--- src/design/look_at_view_matrix_macros.svh ---
// ---------------------------------------------------------------------------
// look_at_view_matrix assertion macros
// Shared concurrent assertion forms, clocked on clk, off while rst_n is low.
// ---------------------------------------------------------------------------
`ifndef LOOK_AT_VIEW_MATRIX_MACROS_SVH
`define LOOK_AT_VIEW_MATRIX_MACROS_SVH

// Same-cycle implication
`define LAV_ASSERT_IMP(label, ante, cons, msg) \
  label: assert property (@(posedge clk) disable iff (!rst_n) (ante) |-> (cons)) \
    else $error(msg);

// Next-cycle implication
`define LAV_ASSERT_NXT(label, ante, cons, msg) \
  label: assert property (@(posedge clk) disable iff (!rst_n) (ante) |=> (cons)) \
    else $error(msg);

`endif

--- src/design/lav_pkg.sv ---
// ---------------------------------------------------------------------------
// lav_pkg
// Widths, stage counts, shared types and rounding helpers of the view
// matrix pipeline.
// ---------------------------------------------------------------------------
package lav_pkg;

  localparam int FRAC_BITS = 16;

  // unit vector component: range -2^FRAC_BITS .. 2^FRAC_BITS
  localparam int N_W    = FRAC_BITS + 2;
  localparam int Q_W    = FRAC_BITS + 1;
  localparam int V_W    = N_W + 1;
  // eye/up times unit component, and the cross product of up and n
  localparam int PN_W   = 32 + N_W;
  localparam int CR_W   = PN_W + 1;
  localparam int UNIT_W = CR_W;
  localparam int PI_W   = $clog2(UNIT_W);
  // the largest normalized magnitude lies in [2^29, 2^30)
  localparam int M_W    = 30;
  localparam int SQR_W  = 2 * M_W;
  localparam int SQ_W   = 64;
  localparam int RT_W   = SQ_W / 2;
  localparam int REM_W  = RT_W + 3;
  localparam int SQ_ST  = SQ_W / 4;
  localparam int NUM_W  = M_W + FRAC_BITS + 1;
  localparam int DR_W   = RT_W + 2;
  localparam int DIV_ST = (Q_W + 1) / 2;
  localparam int UNIT_LAT = 5 + SQ_ST + 1 + DIV_ST + 1;
  // n cross u, and the dot products with the eye point
  localparam int VP_W   = 2 * N_W;
  localparam int VC_W   = VP_W + 1;
  localparam int EV_W   = 32 + V_W;
  localparam int D_W    = EV_W + 2;
  localparam int DX_W   = D_W + 1;

  // row codes
  localparam logic [1:0] ROW_U    = 2'd0;
  localparam logic [1:0] ROW_V    = 2'd1;
  localparam logic [1:0] ROW_N    = 2'd2;
  localparam logic [1:0] ROW_LAST = 2'd3;

  typedef logic signed [31:0]       fx_t;
  typedef logic signed [N_W-1:0]    nv_t;
  typedef logic signed [V_W-1:0]    vv_t;
  typedef logic signed [UNIT_W-1:0] uv_t;
  typedef logic [M_W-1:0]           mag_t;

  // data riding along the square root pipeline
  typedef struct packed {
    mag_t [2:0] mag;
    logic [2:0] neg;
    logic       zero;
  } usid_t;

  // one finished item for the row serializer
  typedef struct packed {
    nv_t [2:0] u;
    vv_t [2:0] v;
    nv_t [2:0] n;
    fx_t [2:0] t;
    logic      deg;
  } rows_t;

  // Round x / 2^FRAC_BITS to nearest, ties away from zero
  function automatic vv_t round_v(input logic signed [VC_W-1:0] x);
    logic [VC_W-1:0] m;
    logic [VC_W-1:0] r;
    logic [V_W-1:0]  rv;
    m  = x[VC_W-1] ? VC_W'(-x) : VC_W'(x);
    r  = (m + (VC_W'(1) << (FRAC_BITS - 1))) >> FRAC_BITS;
    rv = r[V_W-1:0];
    return x[VC_W-1] ? vv_t'(-rv) : vv_t'(rv);
  endfunction

  // Round, negate and saturate a dot product to 32 bits
  function automatic fx_t neg_round_sat(input logic signed [D_W-1:0] x);
    logic [D_W-1:0]         m;
    logic [D_W-1:0]         r;
    logic signed [DX_W-1:0] d;
    m = x[D_W-1] ? D_W'(-x) : D_W'(x);
    r = (m + (D_W'(1) << (FRAC_BITS - 1))) >> FRAC_BITS;
    d = x[D_W-1] ? signed'({1'b0, r}) : -signed'({1'b0, r});
    if (d > DX_W'(64'sd2147483647)) begin
      d = DX_W'(64'sd2147483647);
    end else if (d < DX_W'(-64'sd2147483648)) begin
      d = DX_W'(-64'sd2147483648);
    end
    return fx_t'(d[31:0]);
  endfunction

endpackage

--- src/design/lav_rowser.sv ---
// ---------------------------------------------------------------------------
// lav_rowser
// Row serializer: holds one finished item and hands out its four matrix
// rows, one transaction per cycle, under the receiver's stall.
// ---------------------------------------------------------------------------
module lav_rowser (
  input  logic                 clk,
  input  logic                 rst_n,
  input  logic                 in_valid,
  input  lav_pkg::rows_t       in_rows,
  output logic                 take,
  output logic                 out_valid,
  input  logic                 out_stall,
  output logic [1:0]           out_row_index,
  output logic signed [31:0]   out_col_0,
  output logic signed [31:0]   out_col_1,
  output logic signed [31:0]   out_col_2,
  output logic signed [31:0]   out_col_3,
  output logic                 out_last_row,
  output logic                 out_degenerate
);
  import lav_pkg::*;

  localparam fx_t FX_ONE = fx_t'(64'sd1 <<< FRAC_BITS);

  logic        hold_r;
  logic [1:0]  cnt_r;
  rows_t       rows_r;

  // free when empty or when the last row leaves this cycle
  assign take = !hold_r || (!out_stall && (cnt_r == ROW_LAST));

  always_ff @(posedge clk) begin
    if (!rst_n) begin
      hold_r <= 1'b0;
      cnt_r  <= ROW_U;
    end else if (take) begin
      hold_r <= in_valid;
      cnt_r  <= ROW_U;
    end else if (!out_stall) begin
      cnt_r <= cnt_r + 2'd1;
    end
  end

  always_ff @(posedge clk) begin
    if (take && in_valid) begin
      rows_r <= in_rows;
    end
  end

  // select the current row; degenerate items give zero rows 0 to 2
  always_comb begin
    out_col_0 = '0;
    out_col_1 = '0;
    out_col_2 = '0;
    out_col_3 = '0;
    unique case (cnt_r)
      ROW_U: begin
        out_col_0 = 32'(signed'(rows_r.u[0]));
        out_col_1 = 32'(signed'(rows_r.u[1]));
        out_col_2 = 32'(signed'(rows_r.u[2]));
        out_col_3 = rows_r.t[0];
      end
      ROW_V: begin
        out_col_0 = 32'(signed'(rows_r.v[0]));
        out_col_1 = 32'(signed'(rows_r.v[1]));
        out_col_2 = 32'(signed'(rows_r.v[2]));
        out_col_3 = rows_r.t[1];
      end
      ROW_N: begin
        out_col_0 = 32'(signed'(rows_r.n[0]));
        out_col_1 = 32'(signed'(rows_r.n[1]));
        out_col_2 = 32'(signed'(rows_r.n[2]));
        out_col_3 = rows_r.t[2];
      end
      ROW_LAST: begin
        out_col_3 = FX_ONE;
      end
      default: begin
        out_col_3 = '0;
      end
    endcase
    if (rows_r.deg && (cnt_r != ROW_LAST)) begin
      out_col_0 = '0;
      out_col_1 = '0;
      out_col_2 = '0;
      out_col_3 = '0;
    end
  end

  assign out_valid      = hold_r;
  assign out_row_index  = cnt_r;
  assign out_last_row   = (cnt_r == ROW_LAST);
  assign out_degenerate = rows_r.deg;

endmodule

--- config.mk ---
export PLATFORM = sky130hd
export DESIGN_NAME = lav_rowser
export DESIGN_NICKNAME = d
export VERILOG_FILES = /design/src/design/look_at_view_matrix_macros.svh /design/src/design/lav_pkg.sv /design/src/design/lav_rowser.sv
export SDC_FILE = /design/constraint.sdc
export NUM_CORES = 1
export LEC_CHECK = 0
export BUFFER_PORTS_ARGS = -buffer_cell sky130_fd_sc_hd__buf_2
export CAP_MARGIN = 25
export CORE_AREA = 2 2 154 156
export CTS_CLUSTER_SIZE = 14
export DETAILED_ROUTE_END_ITERATION = 6
export DIE_AREA = 0 0 156 158
export GPL_TIMING_DRIVEN = 1
export MAX_ROUTING_LAYER = met4
export PLACE_DENSITY_LB_ADDON = 0.1
export SLEW_MARGIN = 20
export SYNTH_ARGS = -nofsm -noshare
export SYNTH_HDL_FRONTEND = slang
export SYNTH_SLANG_ARGS = --single-unit
--- constraint.sdc ---
create_clock -name clk -period 25.3 [get_ports clk]
set_input_delay 5.06 -clock clk [delete_from_list [all_inputs] [get_ports clk]]
set_output_delay 5.06 -clock clk [all_outputs]
set_load 0.03 [all_outputs]
### Word-level counts from Yosys, hierarchy flattened

Index checks and enable logic that the tools add are counted.

* RAM bits: 0
* output and inout bits: 134
* memories: 0
* memory bits (read-only): 0
* register bits: 265
* latch bits: 0
* word-level logic and storage cells: 37
* input port bits: 266

* order comparisons: 0
* bitwise gates (word level): 1
* reductions and logical operators: 8
* multiply operators: 0
* shift-type cells: 0
* div/mod/pow operators: 0
* equal/unequal tests: 4
* mux-type cells: 8
* $add $sub $neg: 1

Operators with widths (count)
* $pmux W32 S3: 3
* $mux W32: 4
* $pmux W32 S4: 1
* $eq A2 B2 Y1 const B: 2
* $logic_and A1 B1 Y1: 3
* $add A2 B1 Y2 const B: 1
* $eq A2 B1 Y1 const B: 1
* $logic_not A1 Y1: 2
* $logic_not A2 Y1: 1
* $ne A2 B2 Y1 const B: 1
* $reduce_or A2 Y1: 1
* $logic_or A1 B1 Y1: 1
* $not A1 Y1: 1

### Depth between registers and ports, before layout

* word-level depth: 4
* depth in mapped cells: 7
* depth with buffers taken out: 4

### Least setup slack after synthesis

OpenSTA, ideal clock, no wires.

* path kind: input to register
* from: input port out_stall
* to: register rows_r, in the netlist out_degenerate, enable pin
* slack: 12.767 ns
* path buffers: 0
* setup time: 0.654 ns
* data required time: 24.646 ns
* arrival time: 11.879 ns
* cell stages on the path: 2
* path through: o21ai_0 and2_1

* cells in the longest elaborated chain, start to end: 4

RTL lines
* from (decl): line lav_rowser.sv:13 `input logic out_stall,`
* $logic_not A1 Y1
* $logic_and A1 B1 Y1: line lav_rowser.sv:31 `assign take = !hold_r || (!out_stall && (cnt_r == ROW_LAST));`
* $logic_or A1 B1 Y1: line lav_rowser.sv:31
* $logic_and A1 B1 Y1: line lav_rowser.sv:46 `if (take && in_valid) begin`
* to (signal assigned): line lav_rowser.sv:47 `rows_r <= in_rows;`
* to (decl): line lav_rowser.sv:28 `rows_t rows_r;`

No other way between the ends.
A chain may end at the register's enable or synchronous reset.

### Worst setup path in the final report

* from: input port out_stall
* to: output port take

* cells in the longest elaborated chain, start to end: 3

RTL lines
* $logic_not A1 Y1
* $logic_and A1 B1 Y1: line lav_rowser.sv:31
* $logic_or A1 B1 Y1: line lav_rowser.sv:31
* to (decl): line lav_rowser.sv:11 `output logic take,`

No other way between the ends.

==> flow_summary.json <==
{
  "status": "complete, but fails checks",
  "failed_checks": "design-rule violations",
  "power_density_nw_per_um2": 77.8,
  "peakVddDrop_mv": 0.0635,
  "whs_ns": 0.571,
  "hp-class": "reg -> reg",
  "postCtsSetupBuffers": 0,
  "final_util_pct": 55.9,
  "r2r_cells": 7,
  "finalCriticalPeriod_ns": 10.80,
  "maxCapViolCount": 0,
  "synth-xor-area-share_pct": 0.0876,
  "dp_hpwl_microns": 16500,
  "seqPwrFrac_pct": 51.7,
  "fmax_ghz": 0.0926,
  "fin_crit_sh_pct": 42.7,
  "synth_cell_types": 24,
  "die_y_microns": 158,
  "synth_fa_ha_area_share_pct": 0.751,
  "endpoint_kind": "output pin",
  "cts_resized": 0,
  "clockBufferDepth": 3,
  "overflow": 0,
  "cp_cell_sequence": "buf_2 > o21ai_0 > buf_2",
  "worstPathArrival_ns": 5.74,
  "syn-num-nets": 853,
  "area_growth_pct": 28.9,
  "cp_max_fo": 4,
  "dpl.cell_count": 1197,
  "grtUsageMet3_pct": 5.67,
  "post_drt_wl_per_cell_microns": 20.3,
  "switching_power_mw": 0.237,
  "core_area_sq_um": 23100,
  "tightestPinTransition_ns": 0.876,
  "grt_max_degree": 85,
  "ys_warn_count": 0,
  "rows": 56,
  "io_pins": 400,
  "clk_latency_ns": 0.53,
  "cp_common_cell": "buf_2",
  "start_util_pct": 43.4,
  "grtUsageMet1_pct": 22.5,
  "async_flop_share_pct": 0,
  "synth_edf_count": 262,
  "postCtsHoldBufs": 0,
  "initialDrtViolationCount": 603,
  "drive_gt1_share_pct": 47.2,
  "synth_top_family_by_area": "compound AO/OA/AOI/OAI gates",
  "dominantRegCellSynth": "edfxtp_1",
  "hold_depth": 2,
  "fin_tns_setup_ns": 0,
  "cts-root-buf": "clkbuf_16",
  "synth_compound_area_share_pct": 8.71,
  "pwr-share-clk_pct": 37.9,
  "grt_pass1_vias": 6532,
  "wl_microns": 25600,
  "io_buffers": 399,
  "synth-simple-area-share_pct": 5.93,
  "power_frac_comb_pct": 10.3,
  "grt_util_all_layers_pct": 20.1,
  "path_class": "in -> out",
  "grt_util_met2_pct": 34.2,
  "fin_skew_ns": 0.0134,
  "die_area_sq_um": 24600,
  "rsz0062_at_grt": "false",
  "synth_area_per_cell_sq_um": 17.2,
  "vias_per_cell": 5.19,
  "hold_viol": 0,
  "cts_num_sinks": 265,
  "cts_max_level": 1,
  "p_int_mw": 0.766,
  "drc": 3,
  "vias": 6535,
  "cp.required_ns": 20.24,
  "yosys-top-cells-count": "262 x edfxtp_1, 53 x nor2_1, 51 x a222oi_1",
  "slowest_delay_ns": 0.28,
  "grt_antenna_before_repair": 9,
  "place.gp.congestion": 0.772,
  "synth_top_area_share_pct": 78.7,
  "synthMuxAreaShare_pct": 0.100,
  "cts_tree": "yes",
  "synthTopCellsByArea": "edfxtp_1 79%, a222oi_1 5.1%, buf_4 2.9%",
  "synth.most_common_cell": "edfxtp_1",
  "die_w_microns": 156,
  "start_kind": "input port",
  "grt-busiest-layer": "met2",
  "grt_pass1_wl_microns": 36200,
  "place_ws_ns": 14.52,
  "slew-limit-headroom_pct": 41.6,
  "drv_slew": 0,
  "yosysTopAreaCell": "edfxtp_1",
  "ys_seq_area_share_pct": 79.3,
  "p_sw_share_pct": 23.6,
  "clkTransAtPathRegs_ns": 0.06,
  "setup-violations-final": 0,
  "worst_path_max_delay_cell": "o21ai_0",
  "drt_pre_antenna_iters": 7,
  "synth_seq_cells": 265,
  "synthCells": 581,
  "p_leak_nw": 5.19,
  "layout.nets": 1211,
  "fin_cells": 1260,
  "fin_ws_ns": 14.50,
  "synthesis.area_sq_um": 10000,
  "drtAntennaViolNets": 0,
  "cts_made_buffers": 29
}
layout by cell type (no fill, tap or decap), types with 2 or more instances in the layout:
master       n
buf_2      399
edfxtp_1   262
nor2_1      53
a222oi_1    51
a221oi_1    32
nor2b_1     31
nor3_1      31
clkbuf_16   29
clkinv_1    12
diode_2     11
buf_4        8
nand2_1      7
a21oi_1      6
inv_1        5
clkinv_2     4
a22oi_1      3
dfxtp_1      3
ha_2         2
ha_4         2
ha_1         2
clkbuf_1     2
flip-flops by register name, indices dropped and copies added, names as in the netlist:
name / flops
out_valid: 1
rows_r: 261
out_row_index: 2
out_degenerate: 1
area by class of cell:
type	instances	area, sq um
fill	1922	10200
clock buffer	31	733
multi-input combinational	229	1590
antenna	11	27.5
sequential	265	7930
tap	290	363
clock inverter	20	120
timing repair buffer	409	2100
inverter	5	18.8
metrics by stage:
stage,power [mW],area [sq um]
finish,1.00,12900
floorplan,0.598,10000
global placement,0.630,12000
detailed placement,0.632,12000
CTS,1.01,12800
global route,1.04,12900
critical path, delay by kind of cell:
kind,cells,cell delay [ns]
buf+inv,2,0.39
compound gates,1,0.28
per-layer routing:
layer  share of wire (%)  vias up
li1                    -     3028
met1                  36     3124
met2                  51      332
met3                 9.3       51
met4                 3.1        0
met5                   0        -
kinds of logic (layout without fill, tap and decap cells):
family | Yosys count | after routing
flip-flops | 265 | 265
XOR/XNOR | 1 | 1
buffers and inverters | 87 | 465
multiplexers | 1 | 1
adder cells (fa/ha/maj) | 6 | 6
other | 0 | 11
AO/OA/AOI/OAI | 96 | 96
AND/OR/NAND/NOR | 125 | 125
worst paths after layout:
check / from / to / slack, ns
min: out_valid / out_row_index[0] / 0.57
max: out_stall / take / 14.50
min reg2reg: out_valid / out_row_index[0] / 0.57
max reg2reg: out_row_index[0] / rows_r[191] / 21.54
power groups by stage:
stage          clock [mW]  sequential (mW)  combinational [mW]
2_1_floorplan           0            0.533              0.0656
3_3_place_gp            0            0.527               0.103
3_5_place_dp            0            0.528               0.104
4_1_cts             0.389            0.519               0.104
5_1_grt             0.407            0.520               0.112
6_report            0.380            0.519               0.103
(Power assumes the default switching activity.)
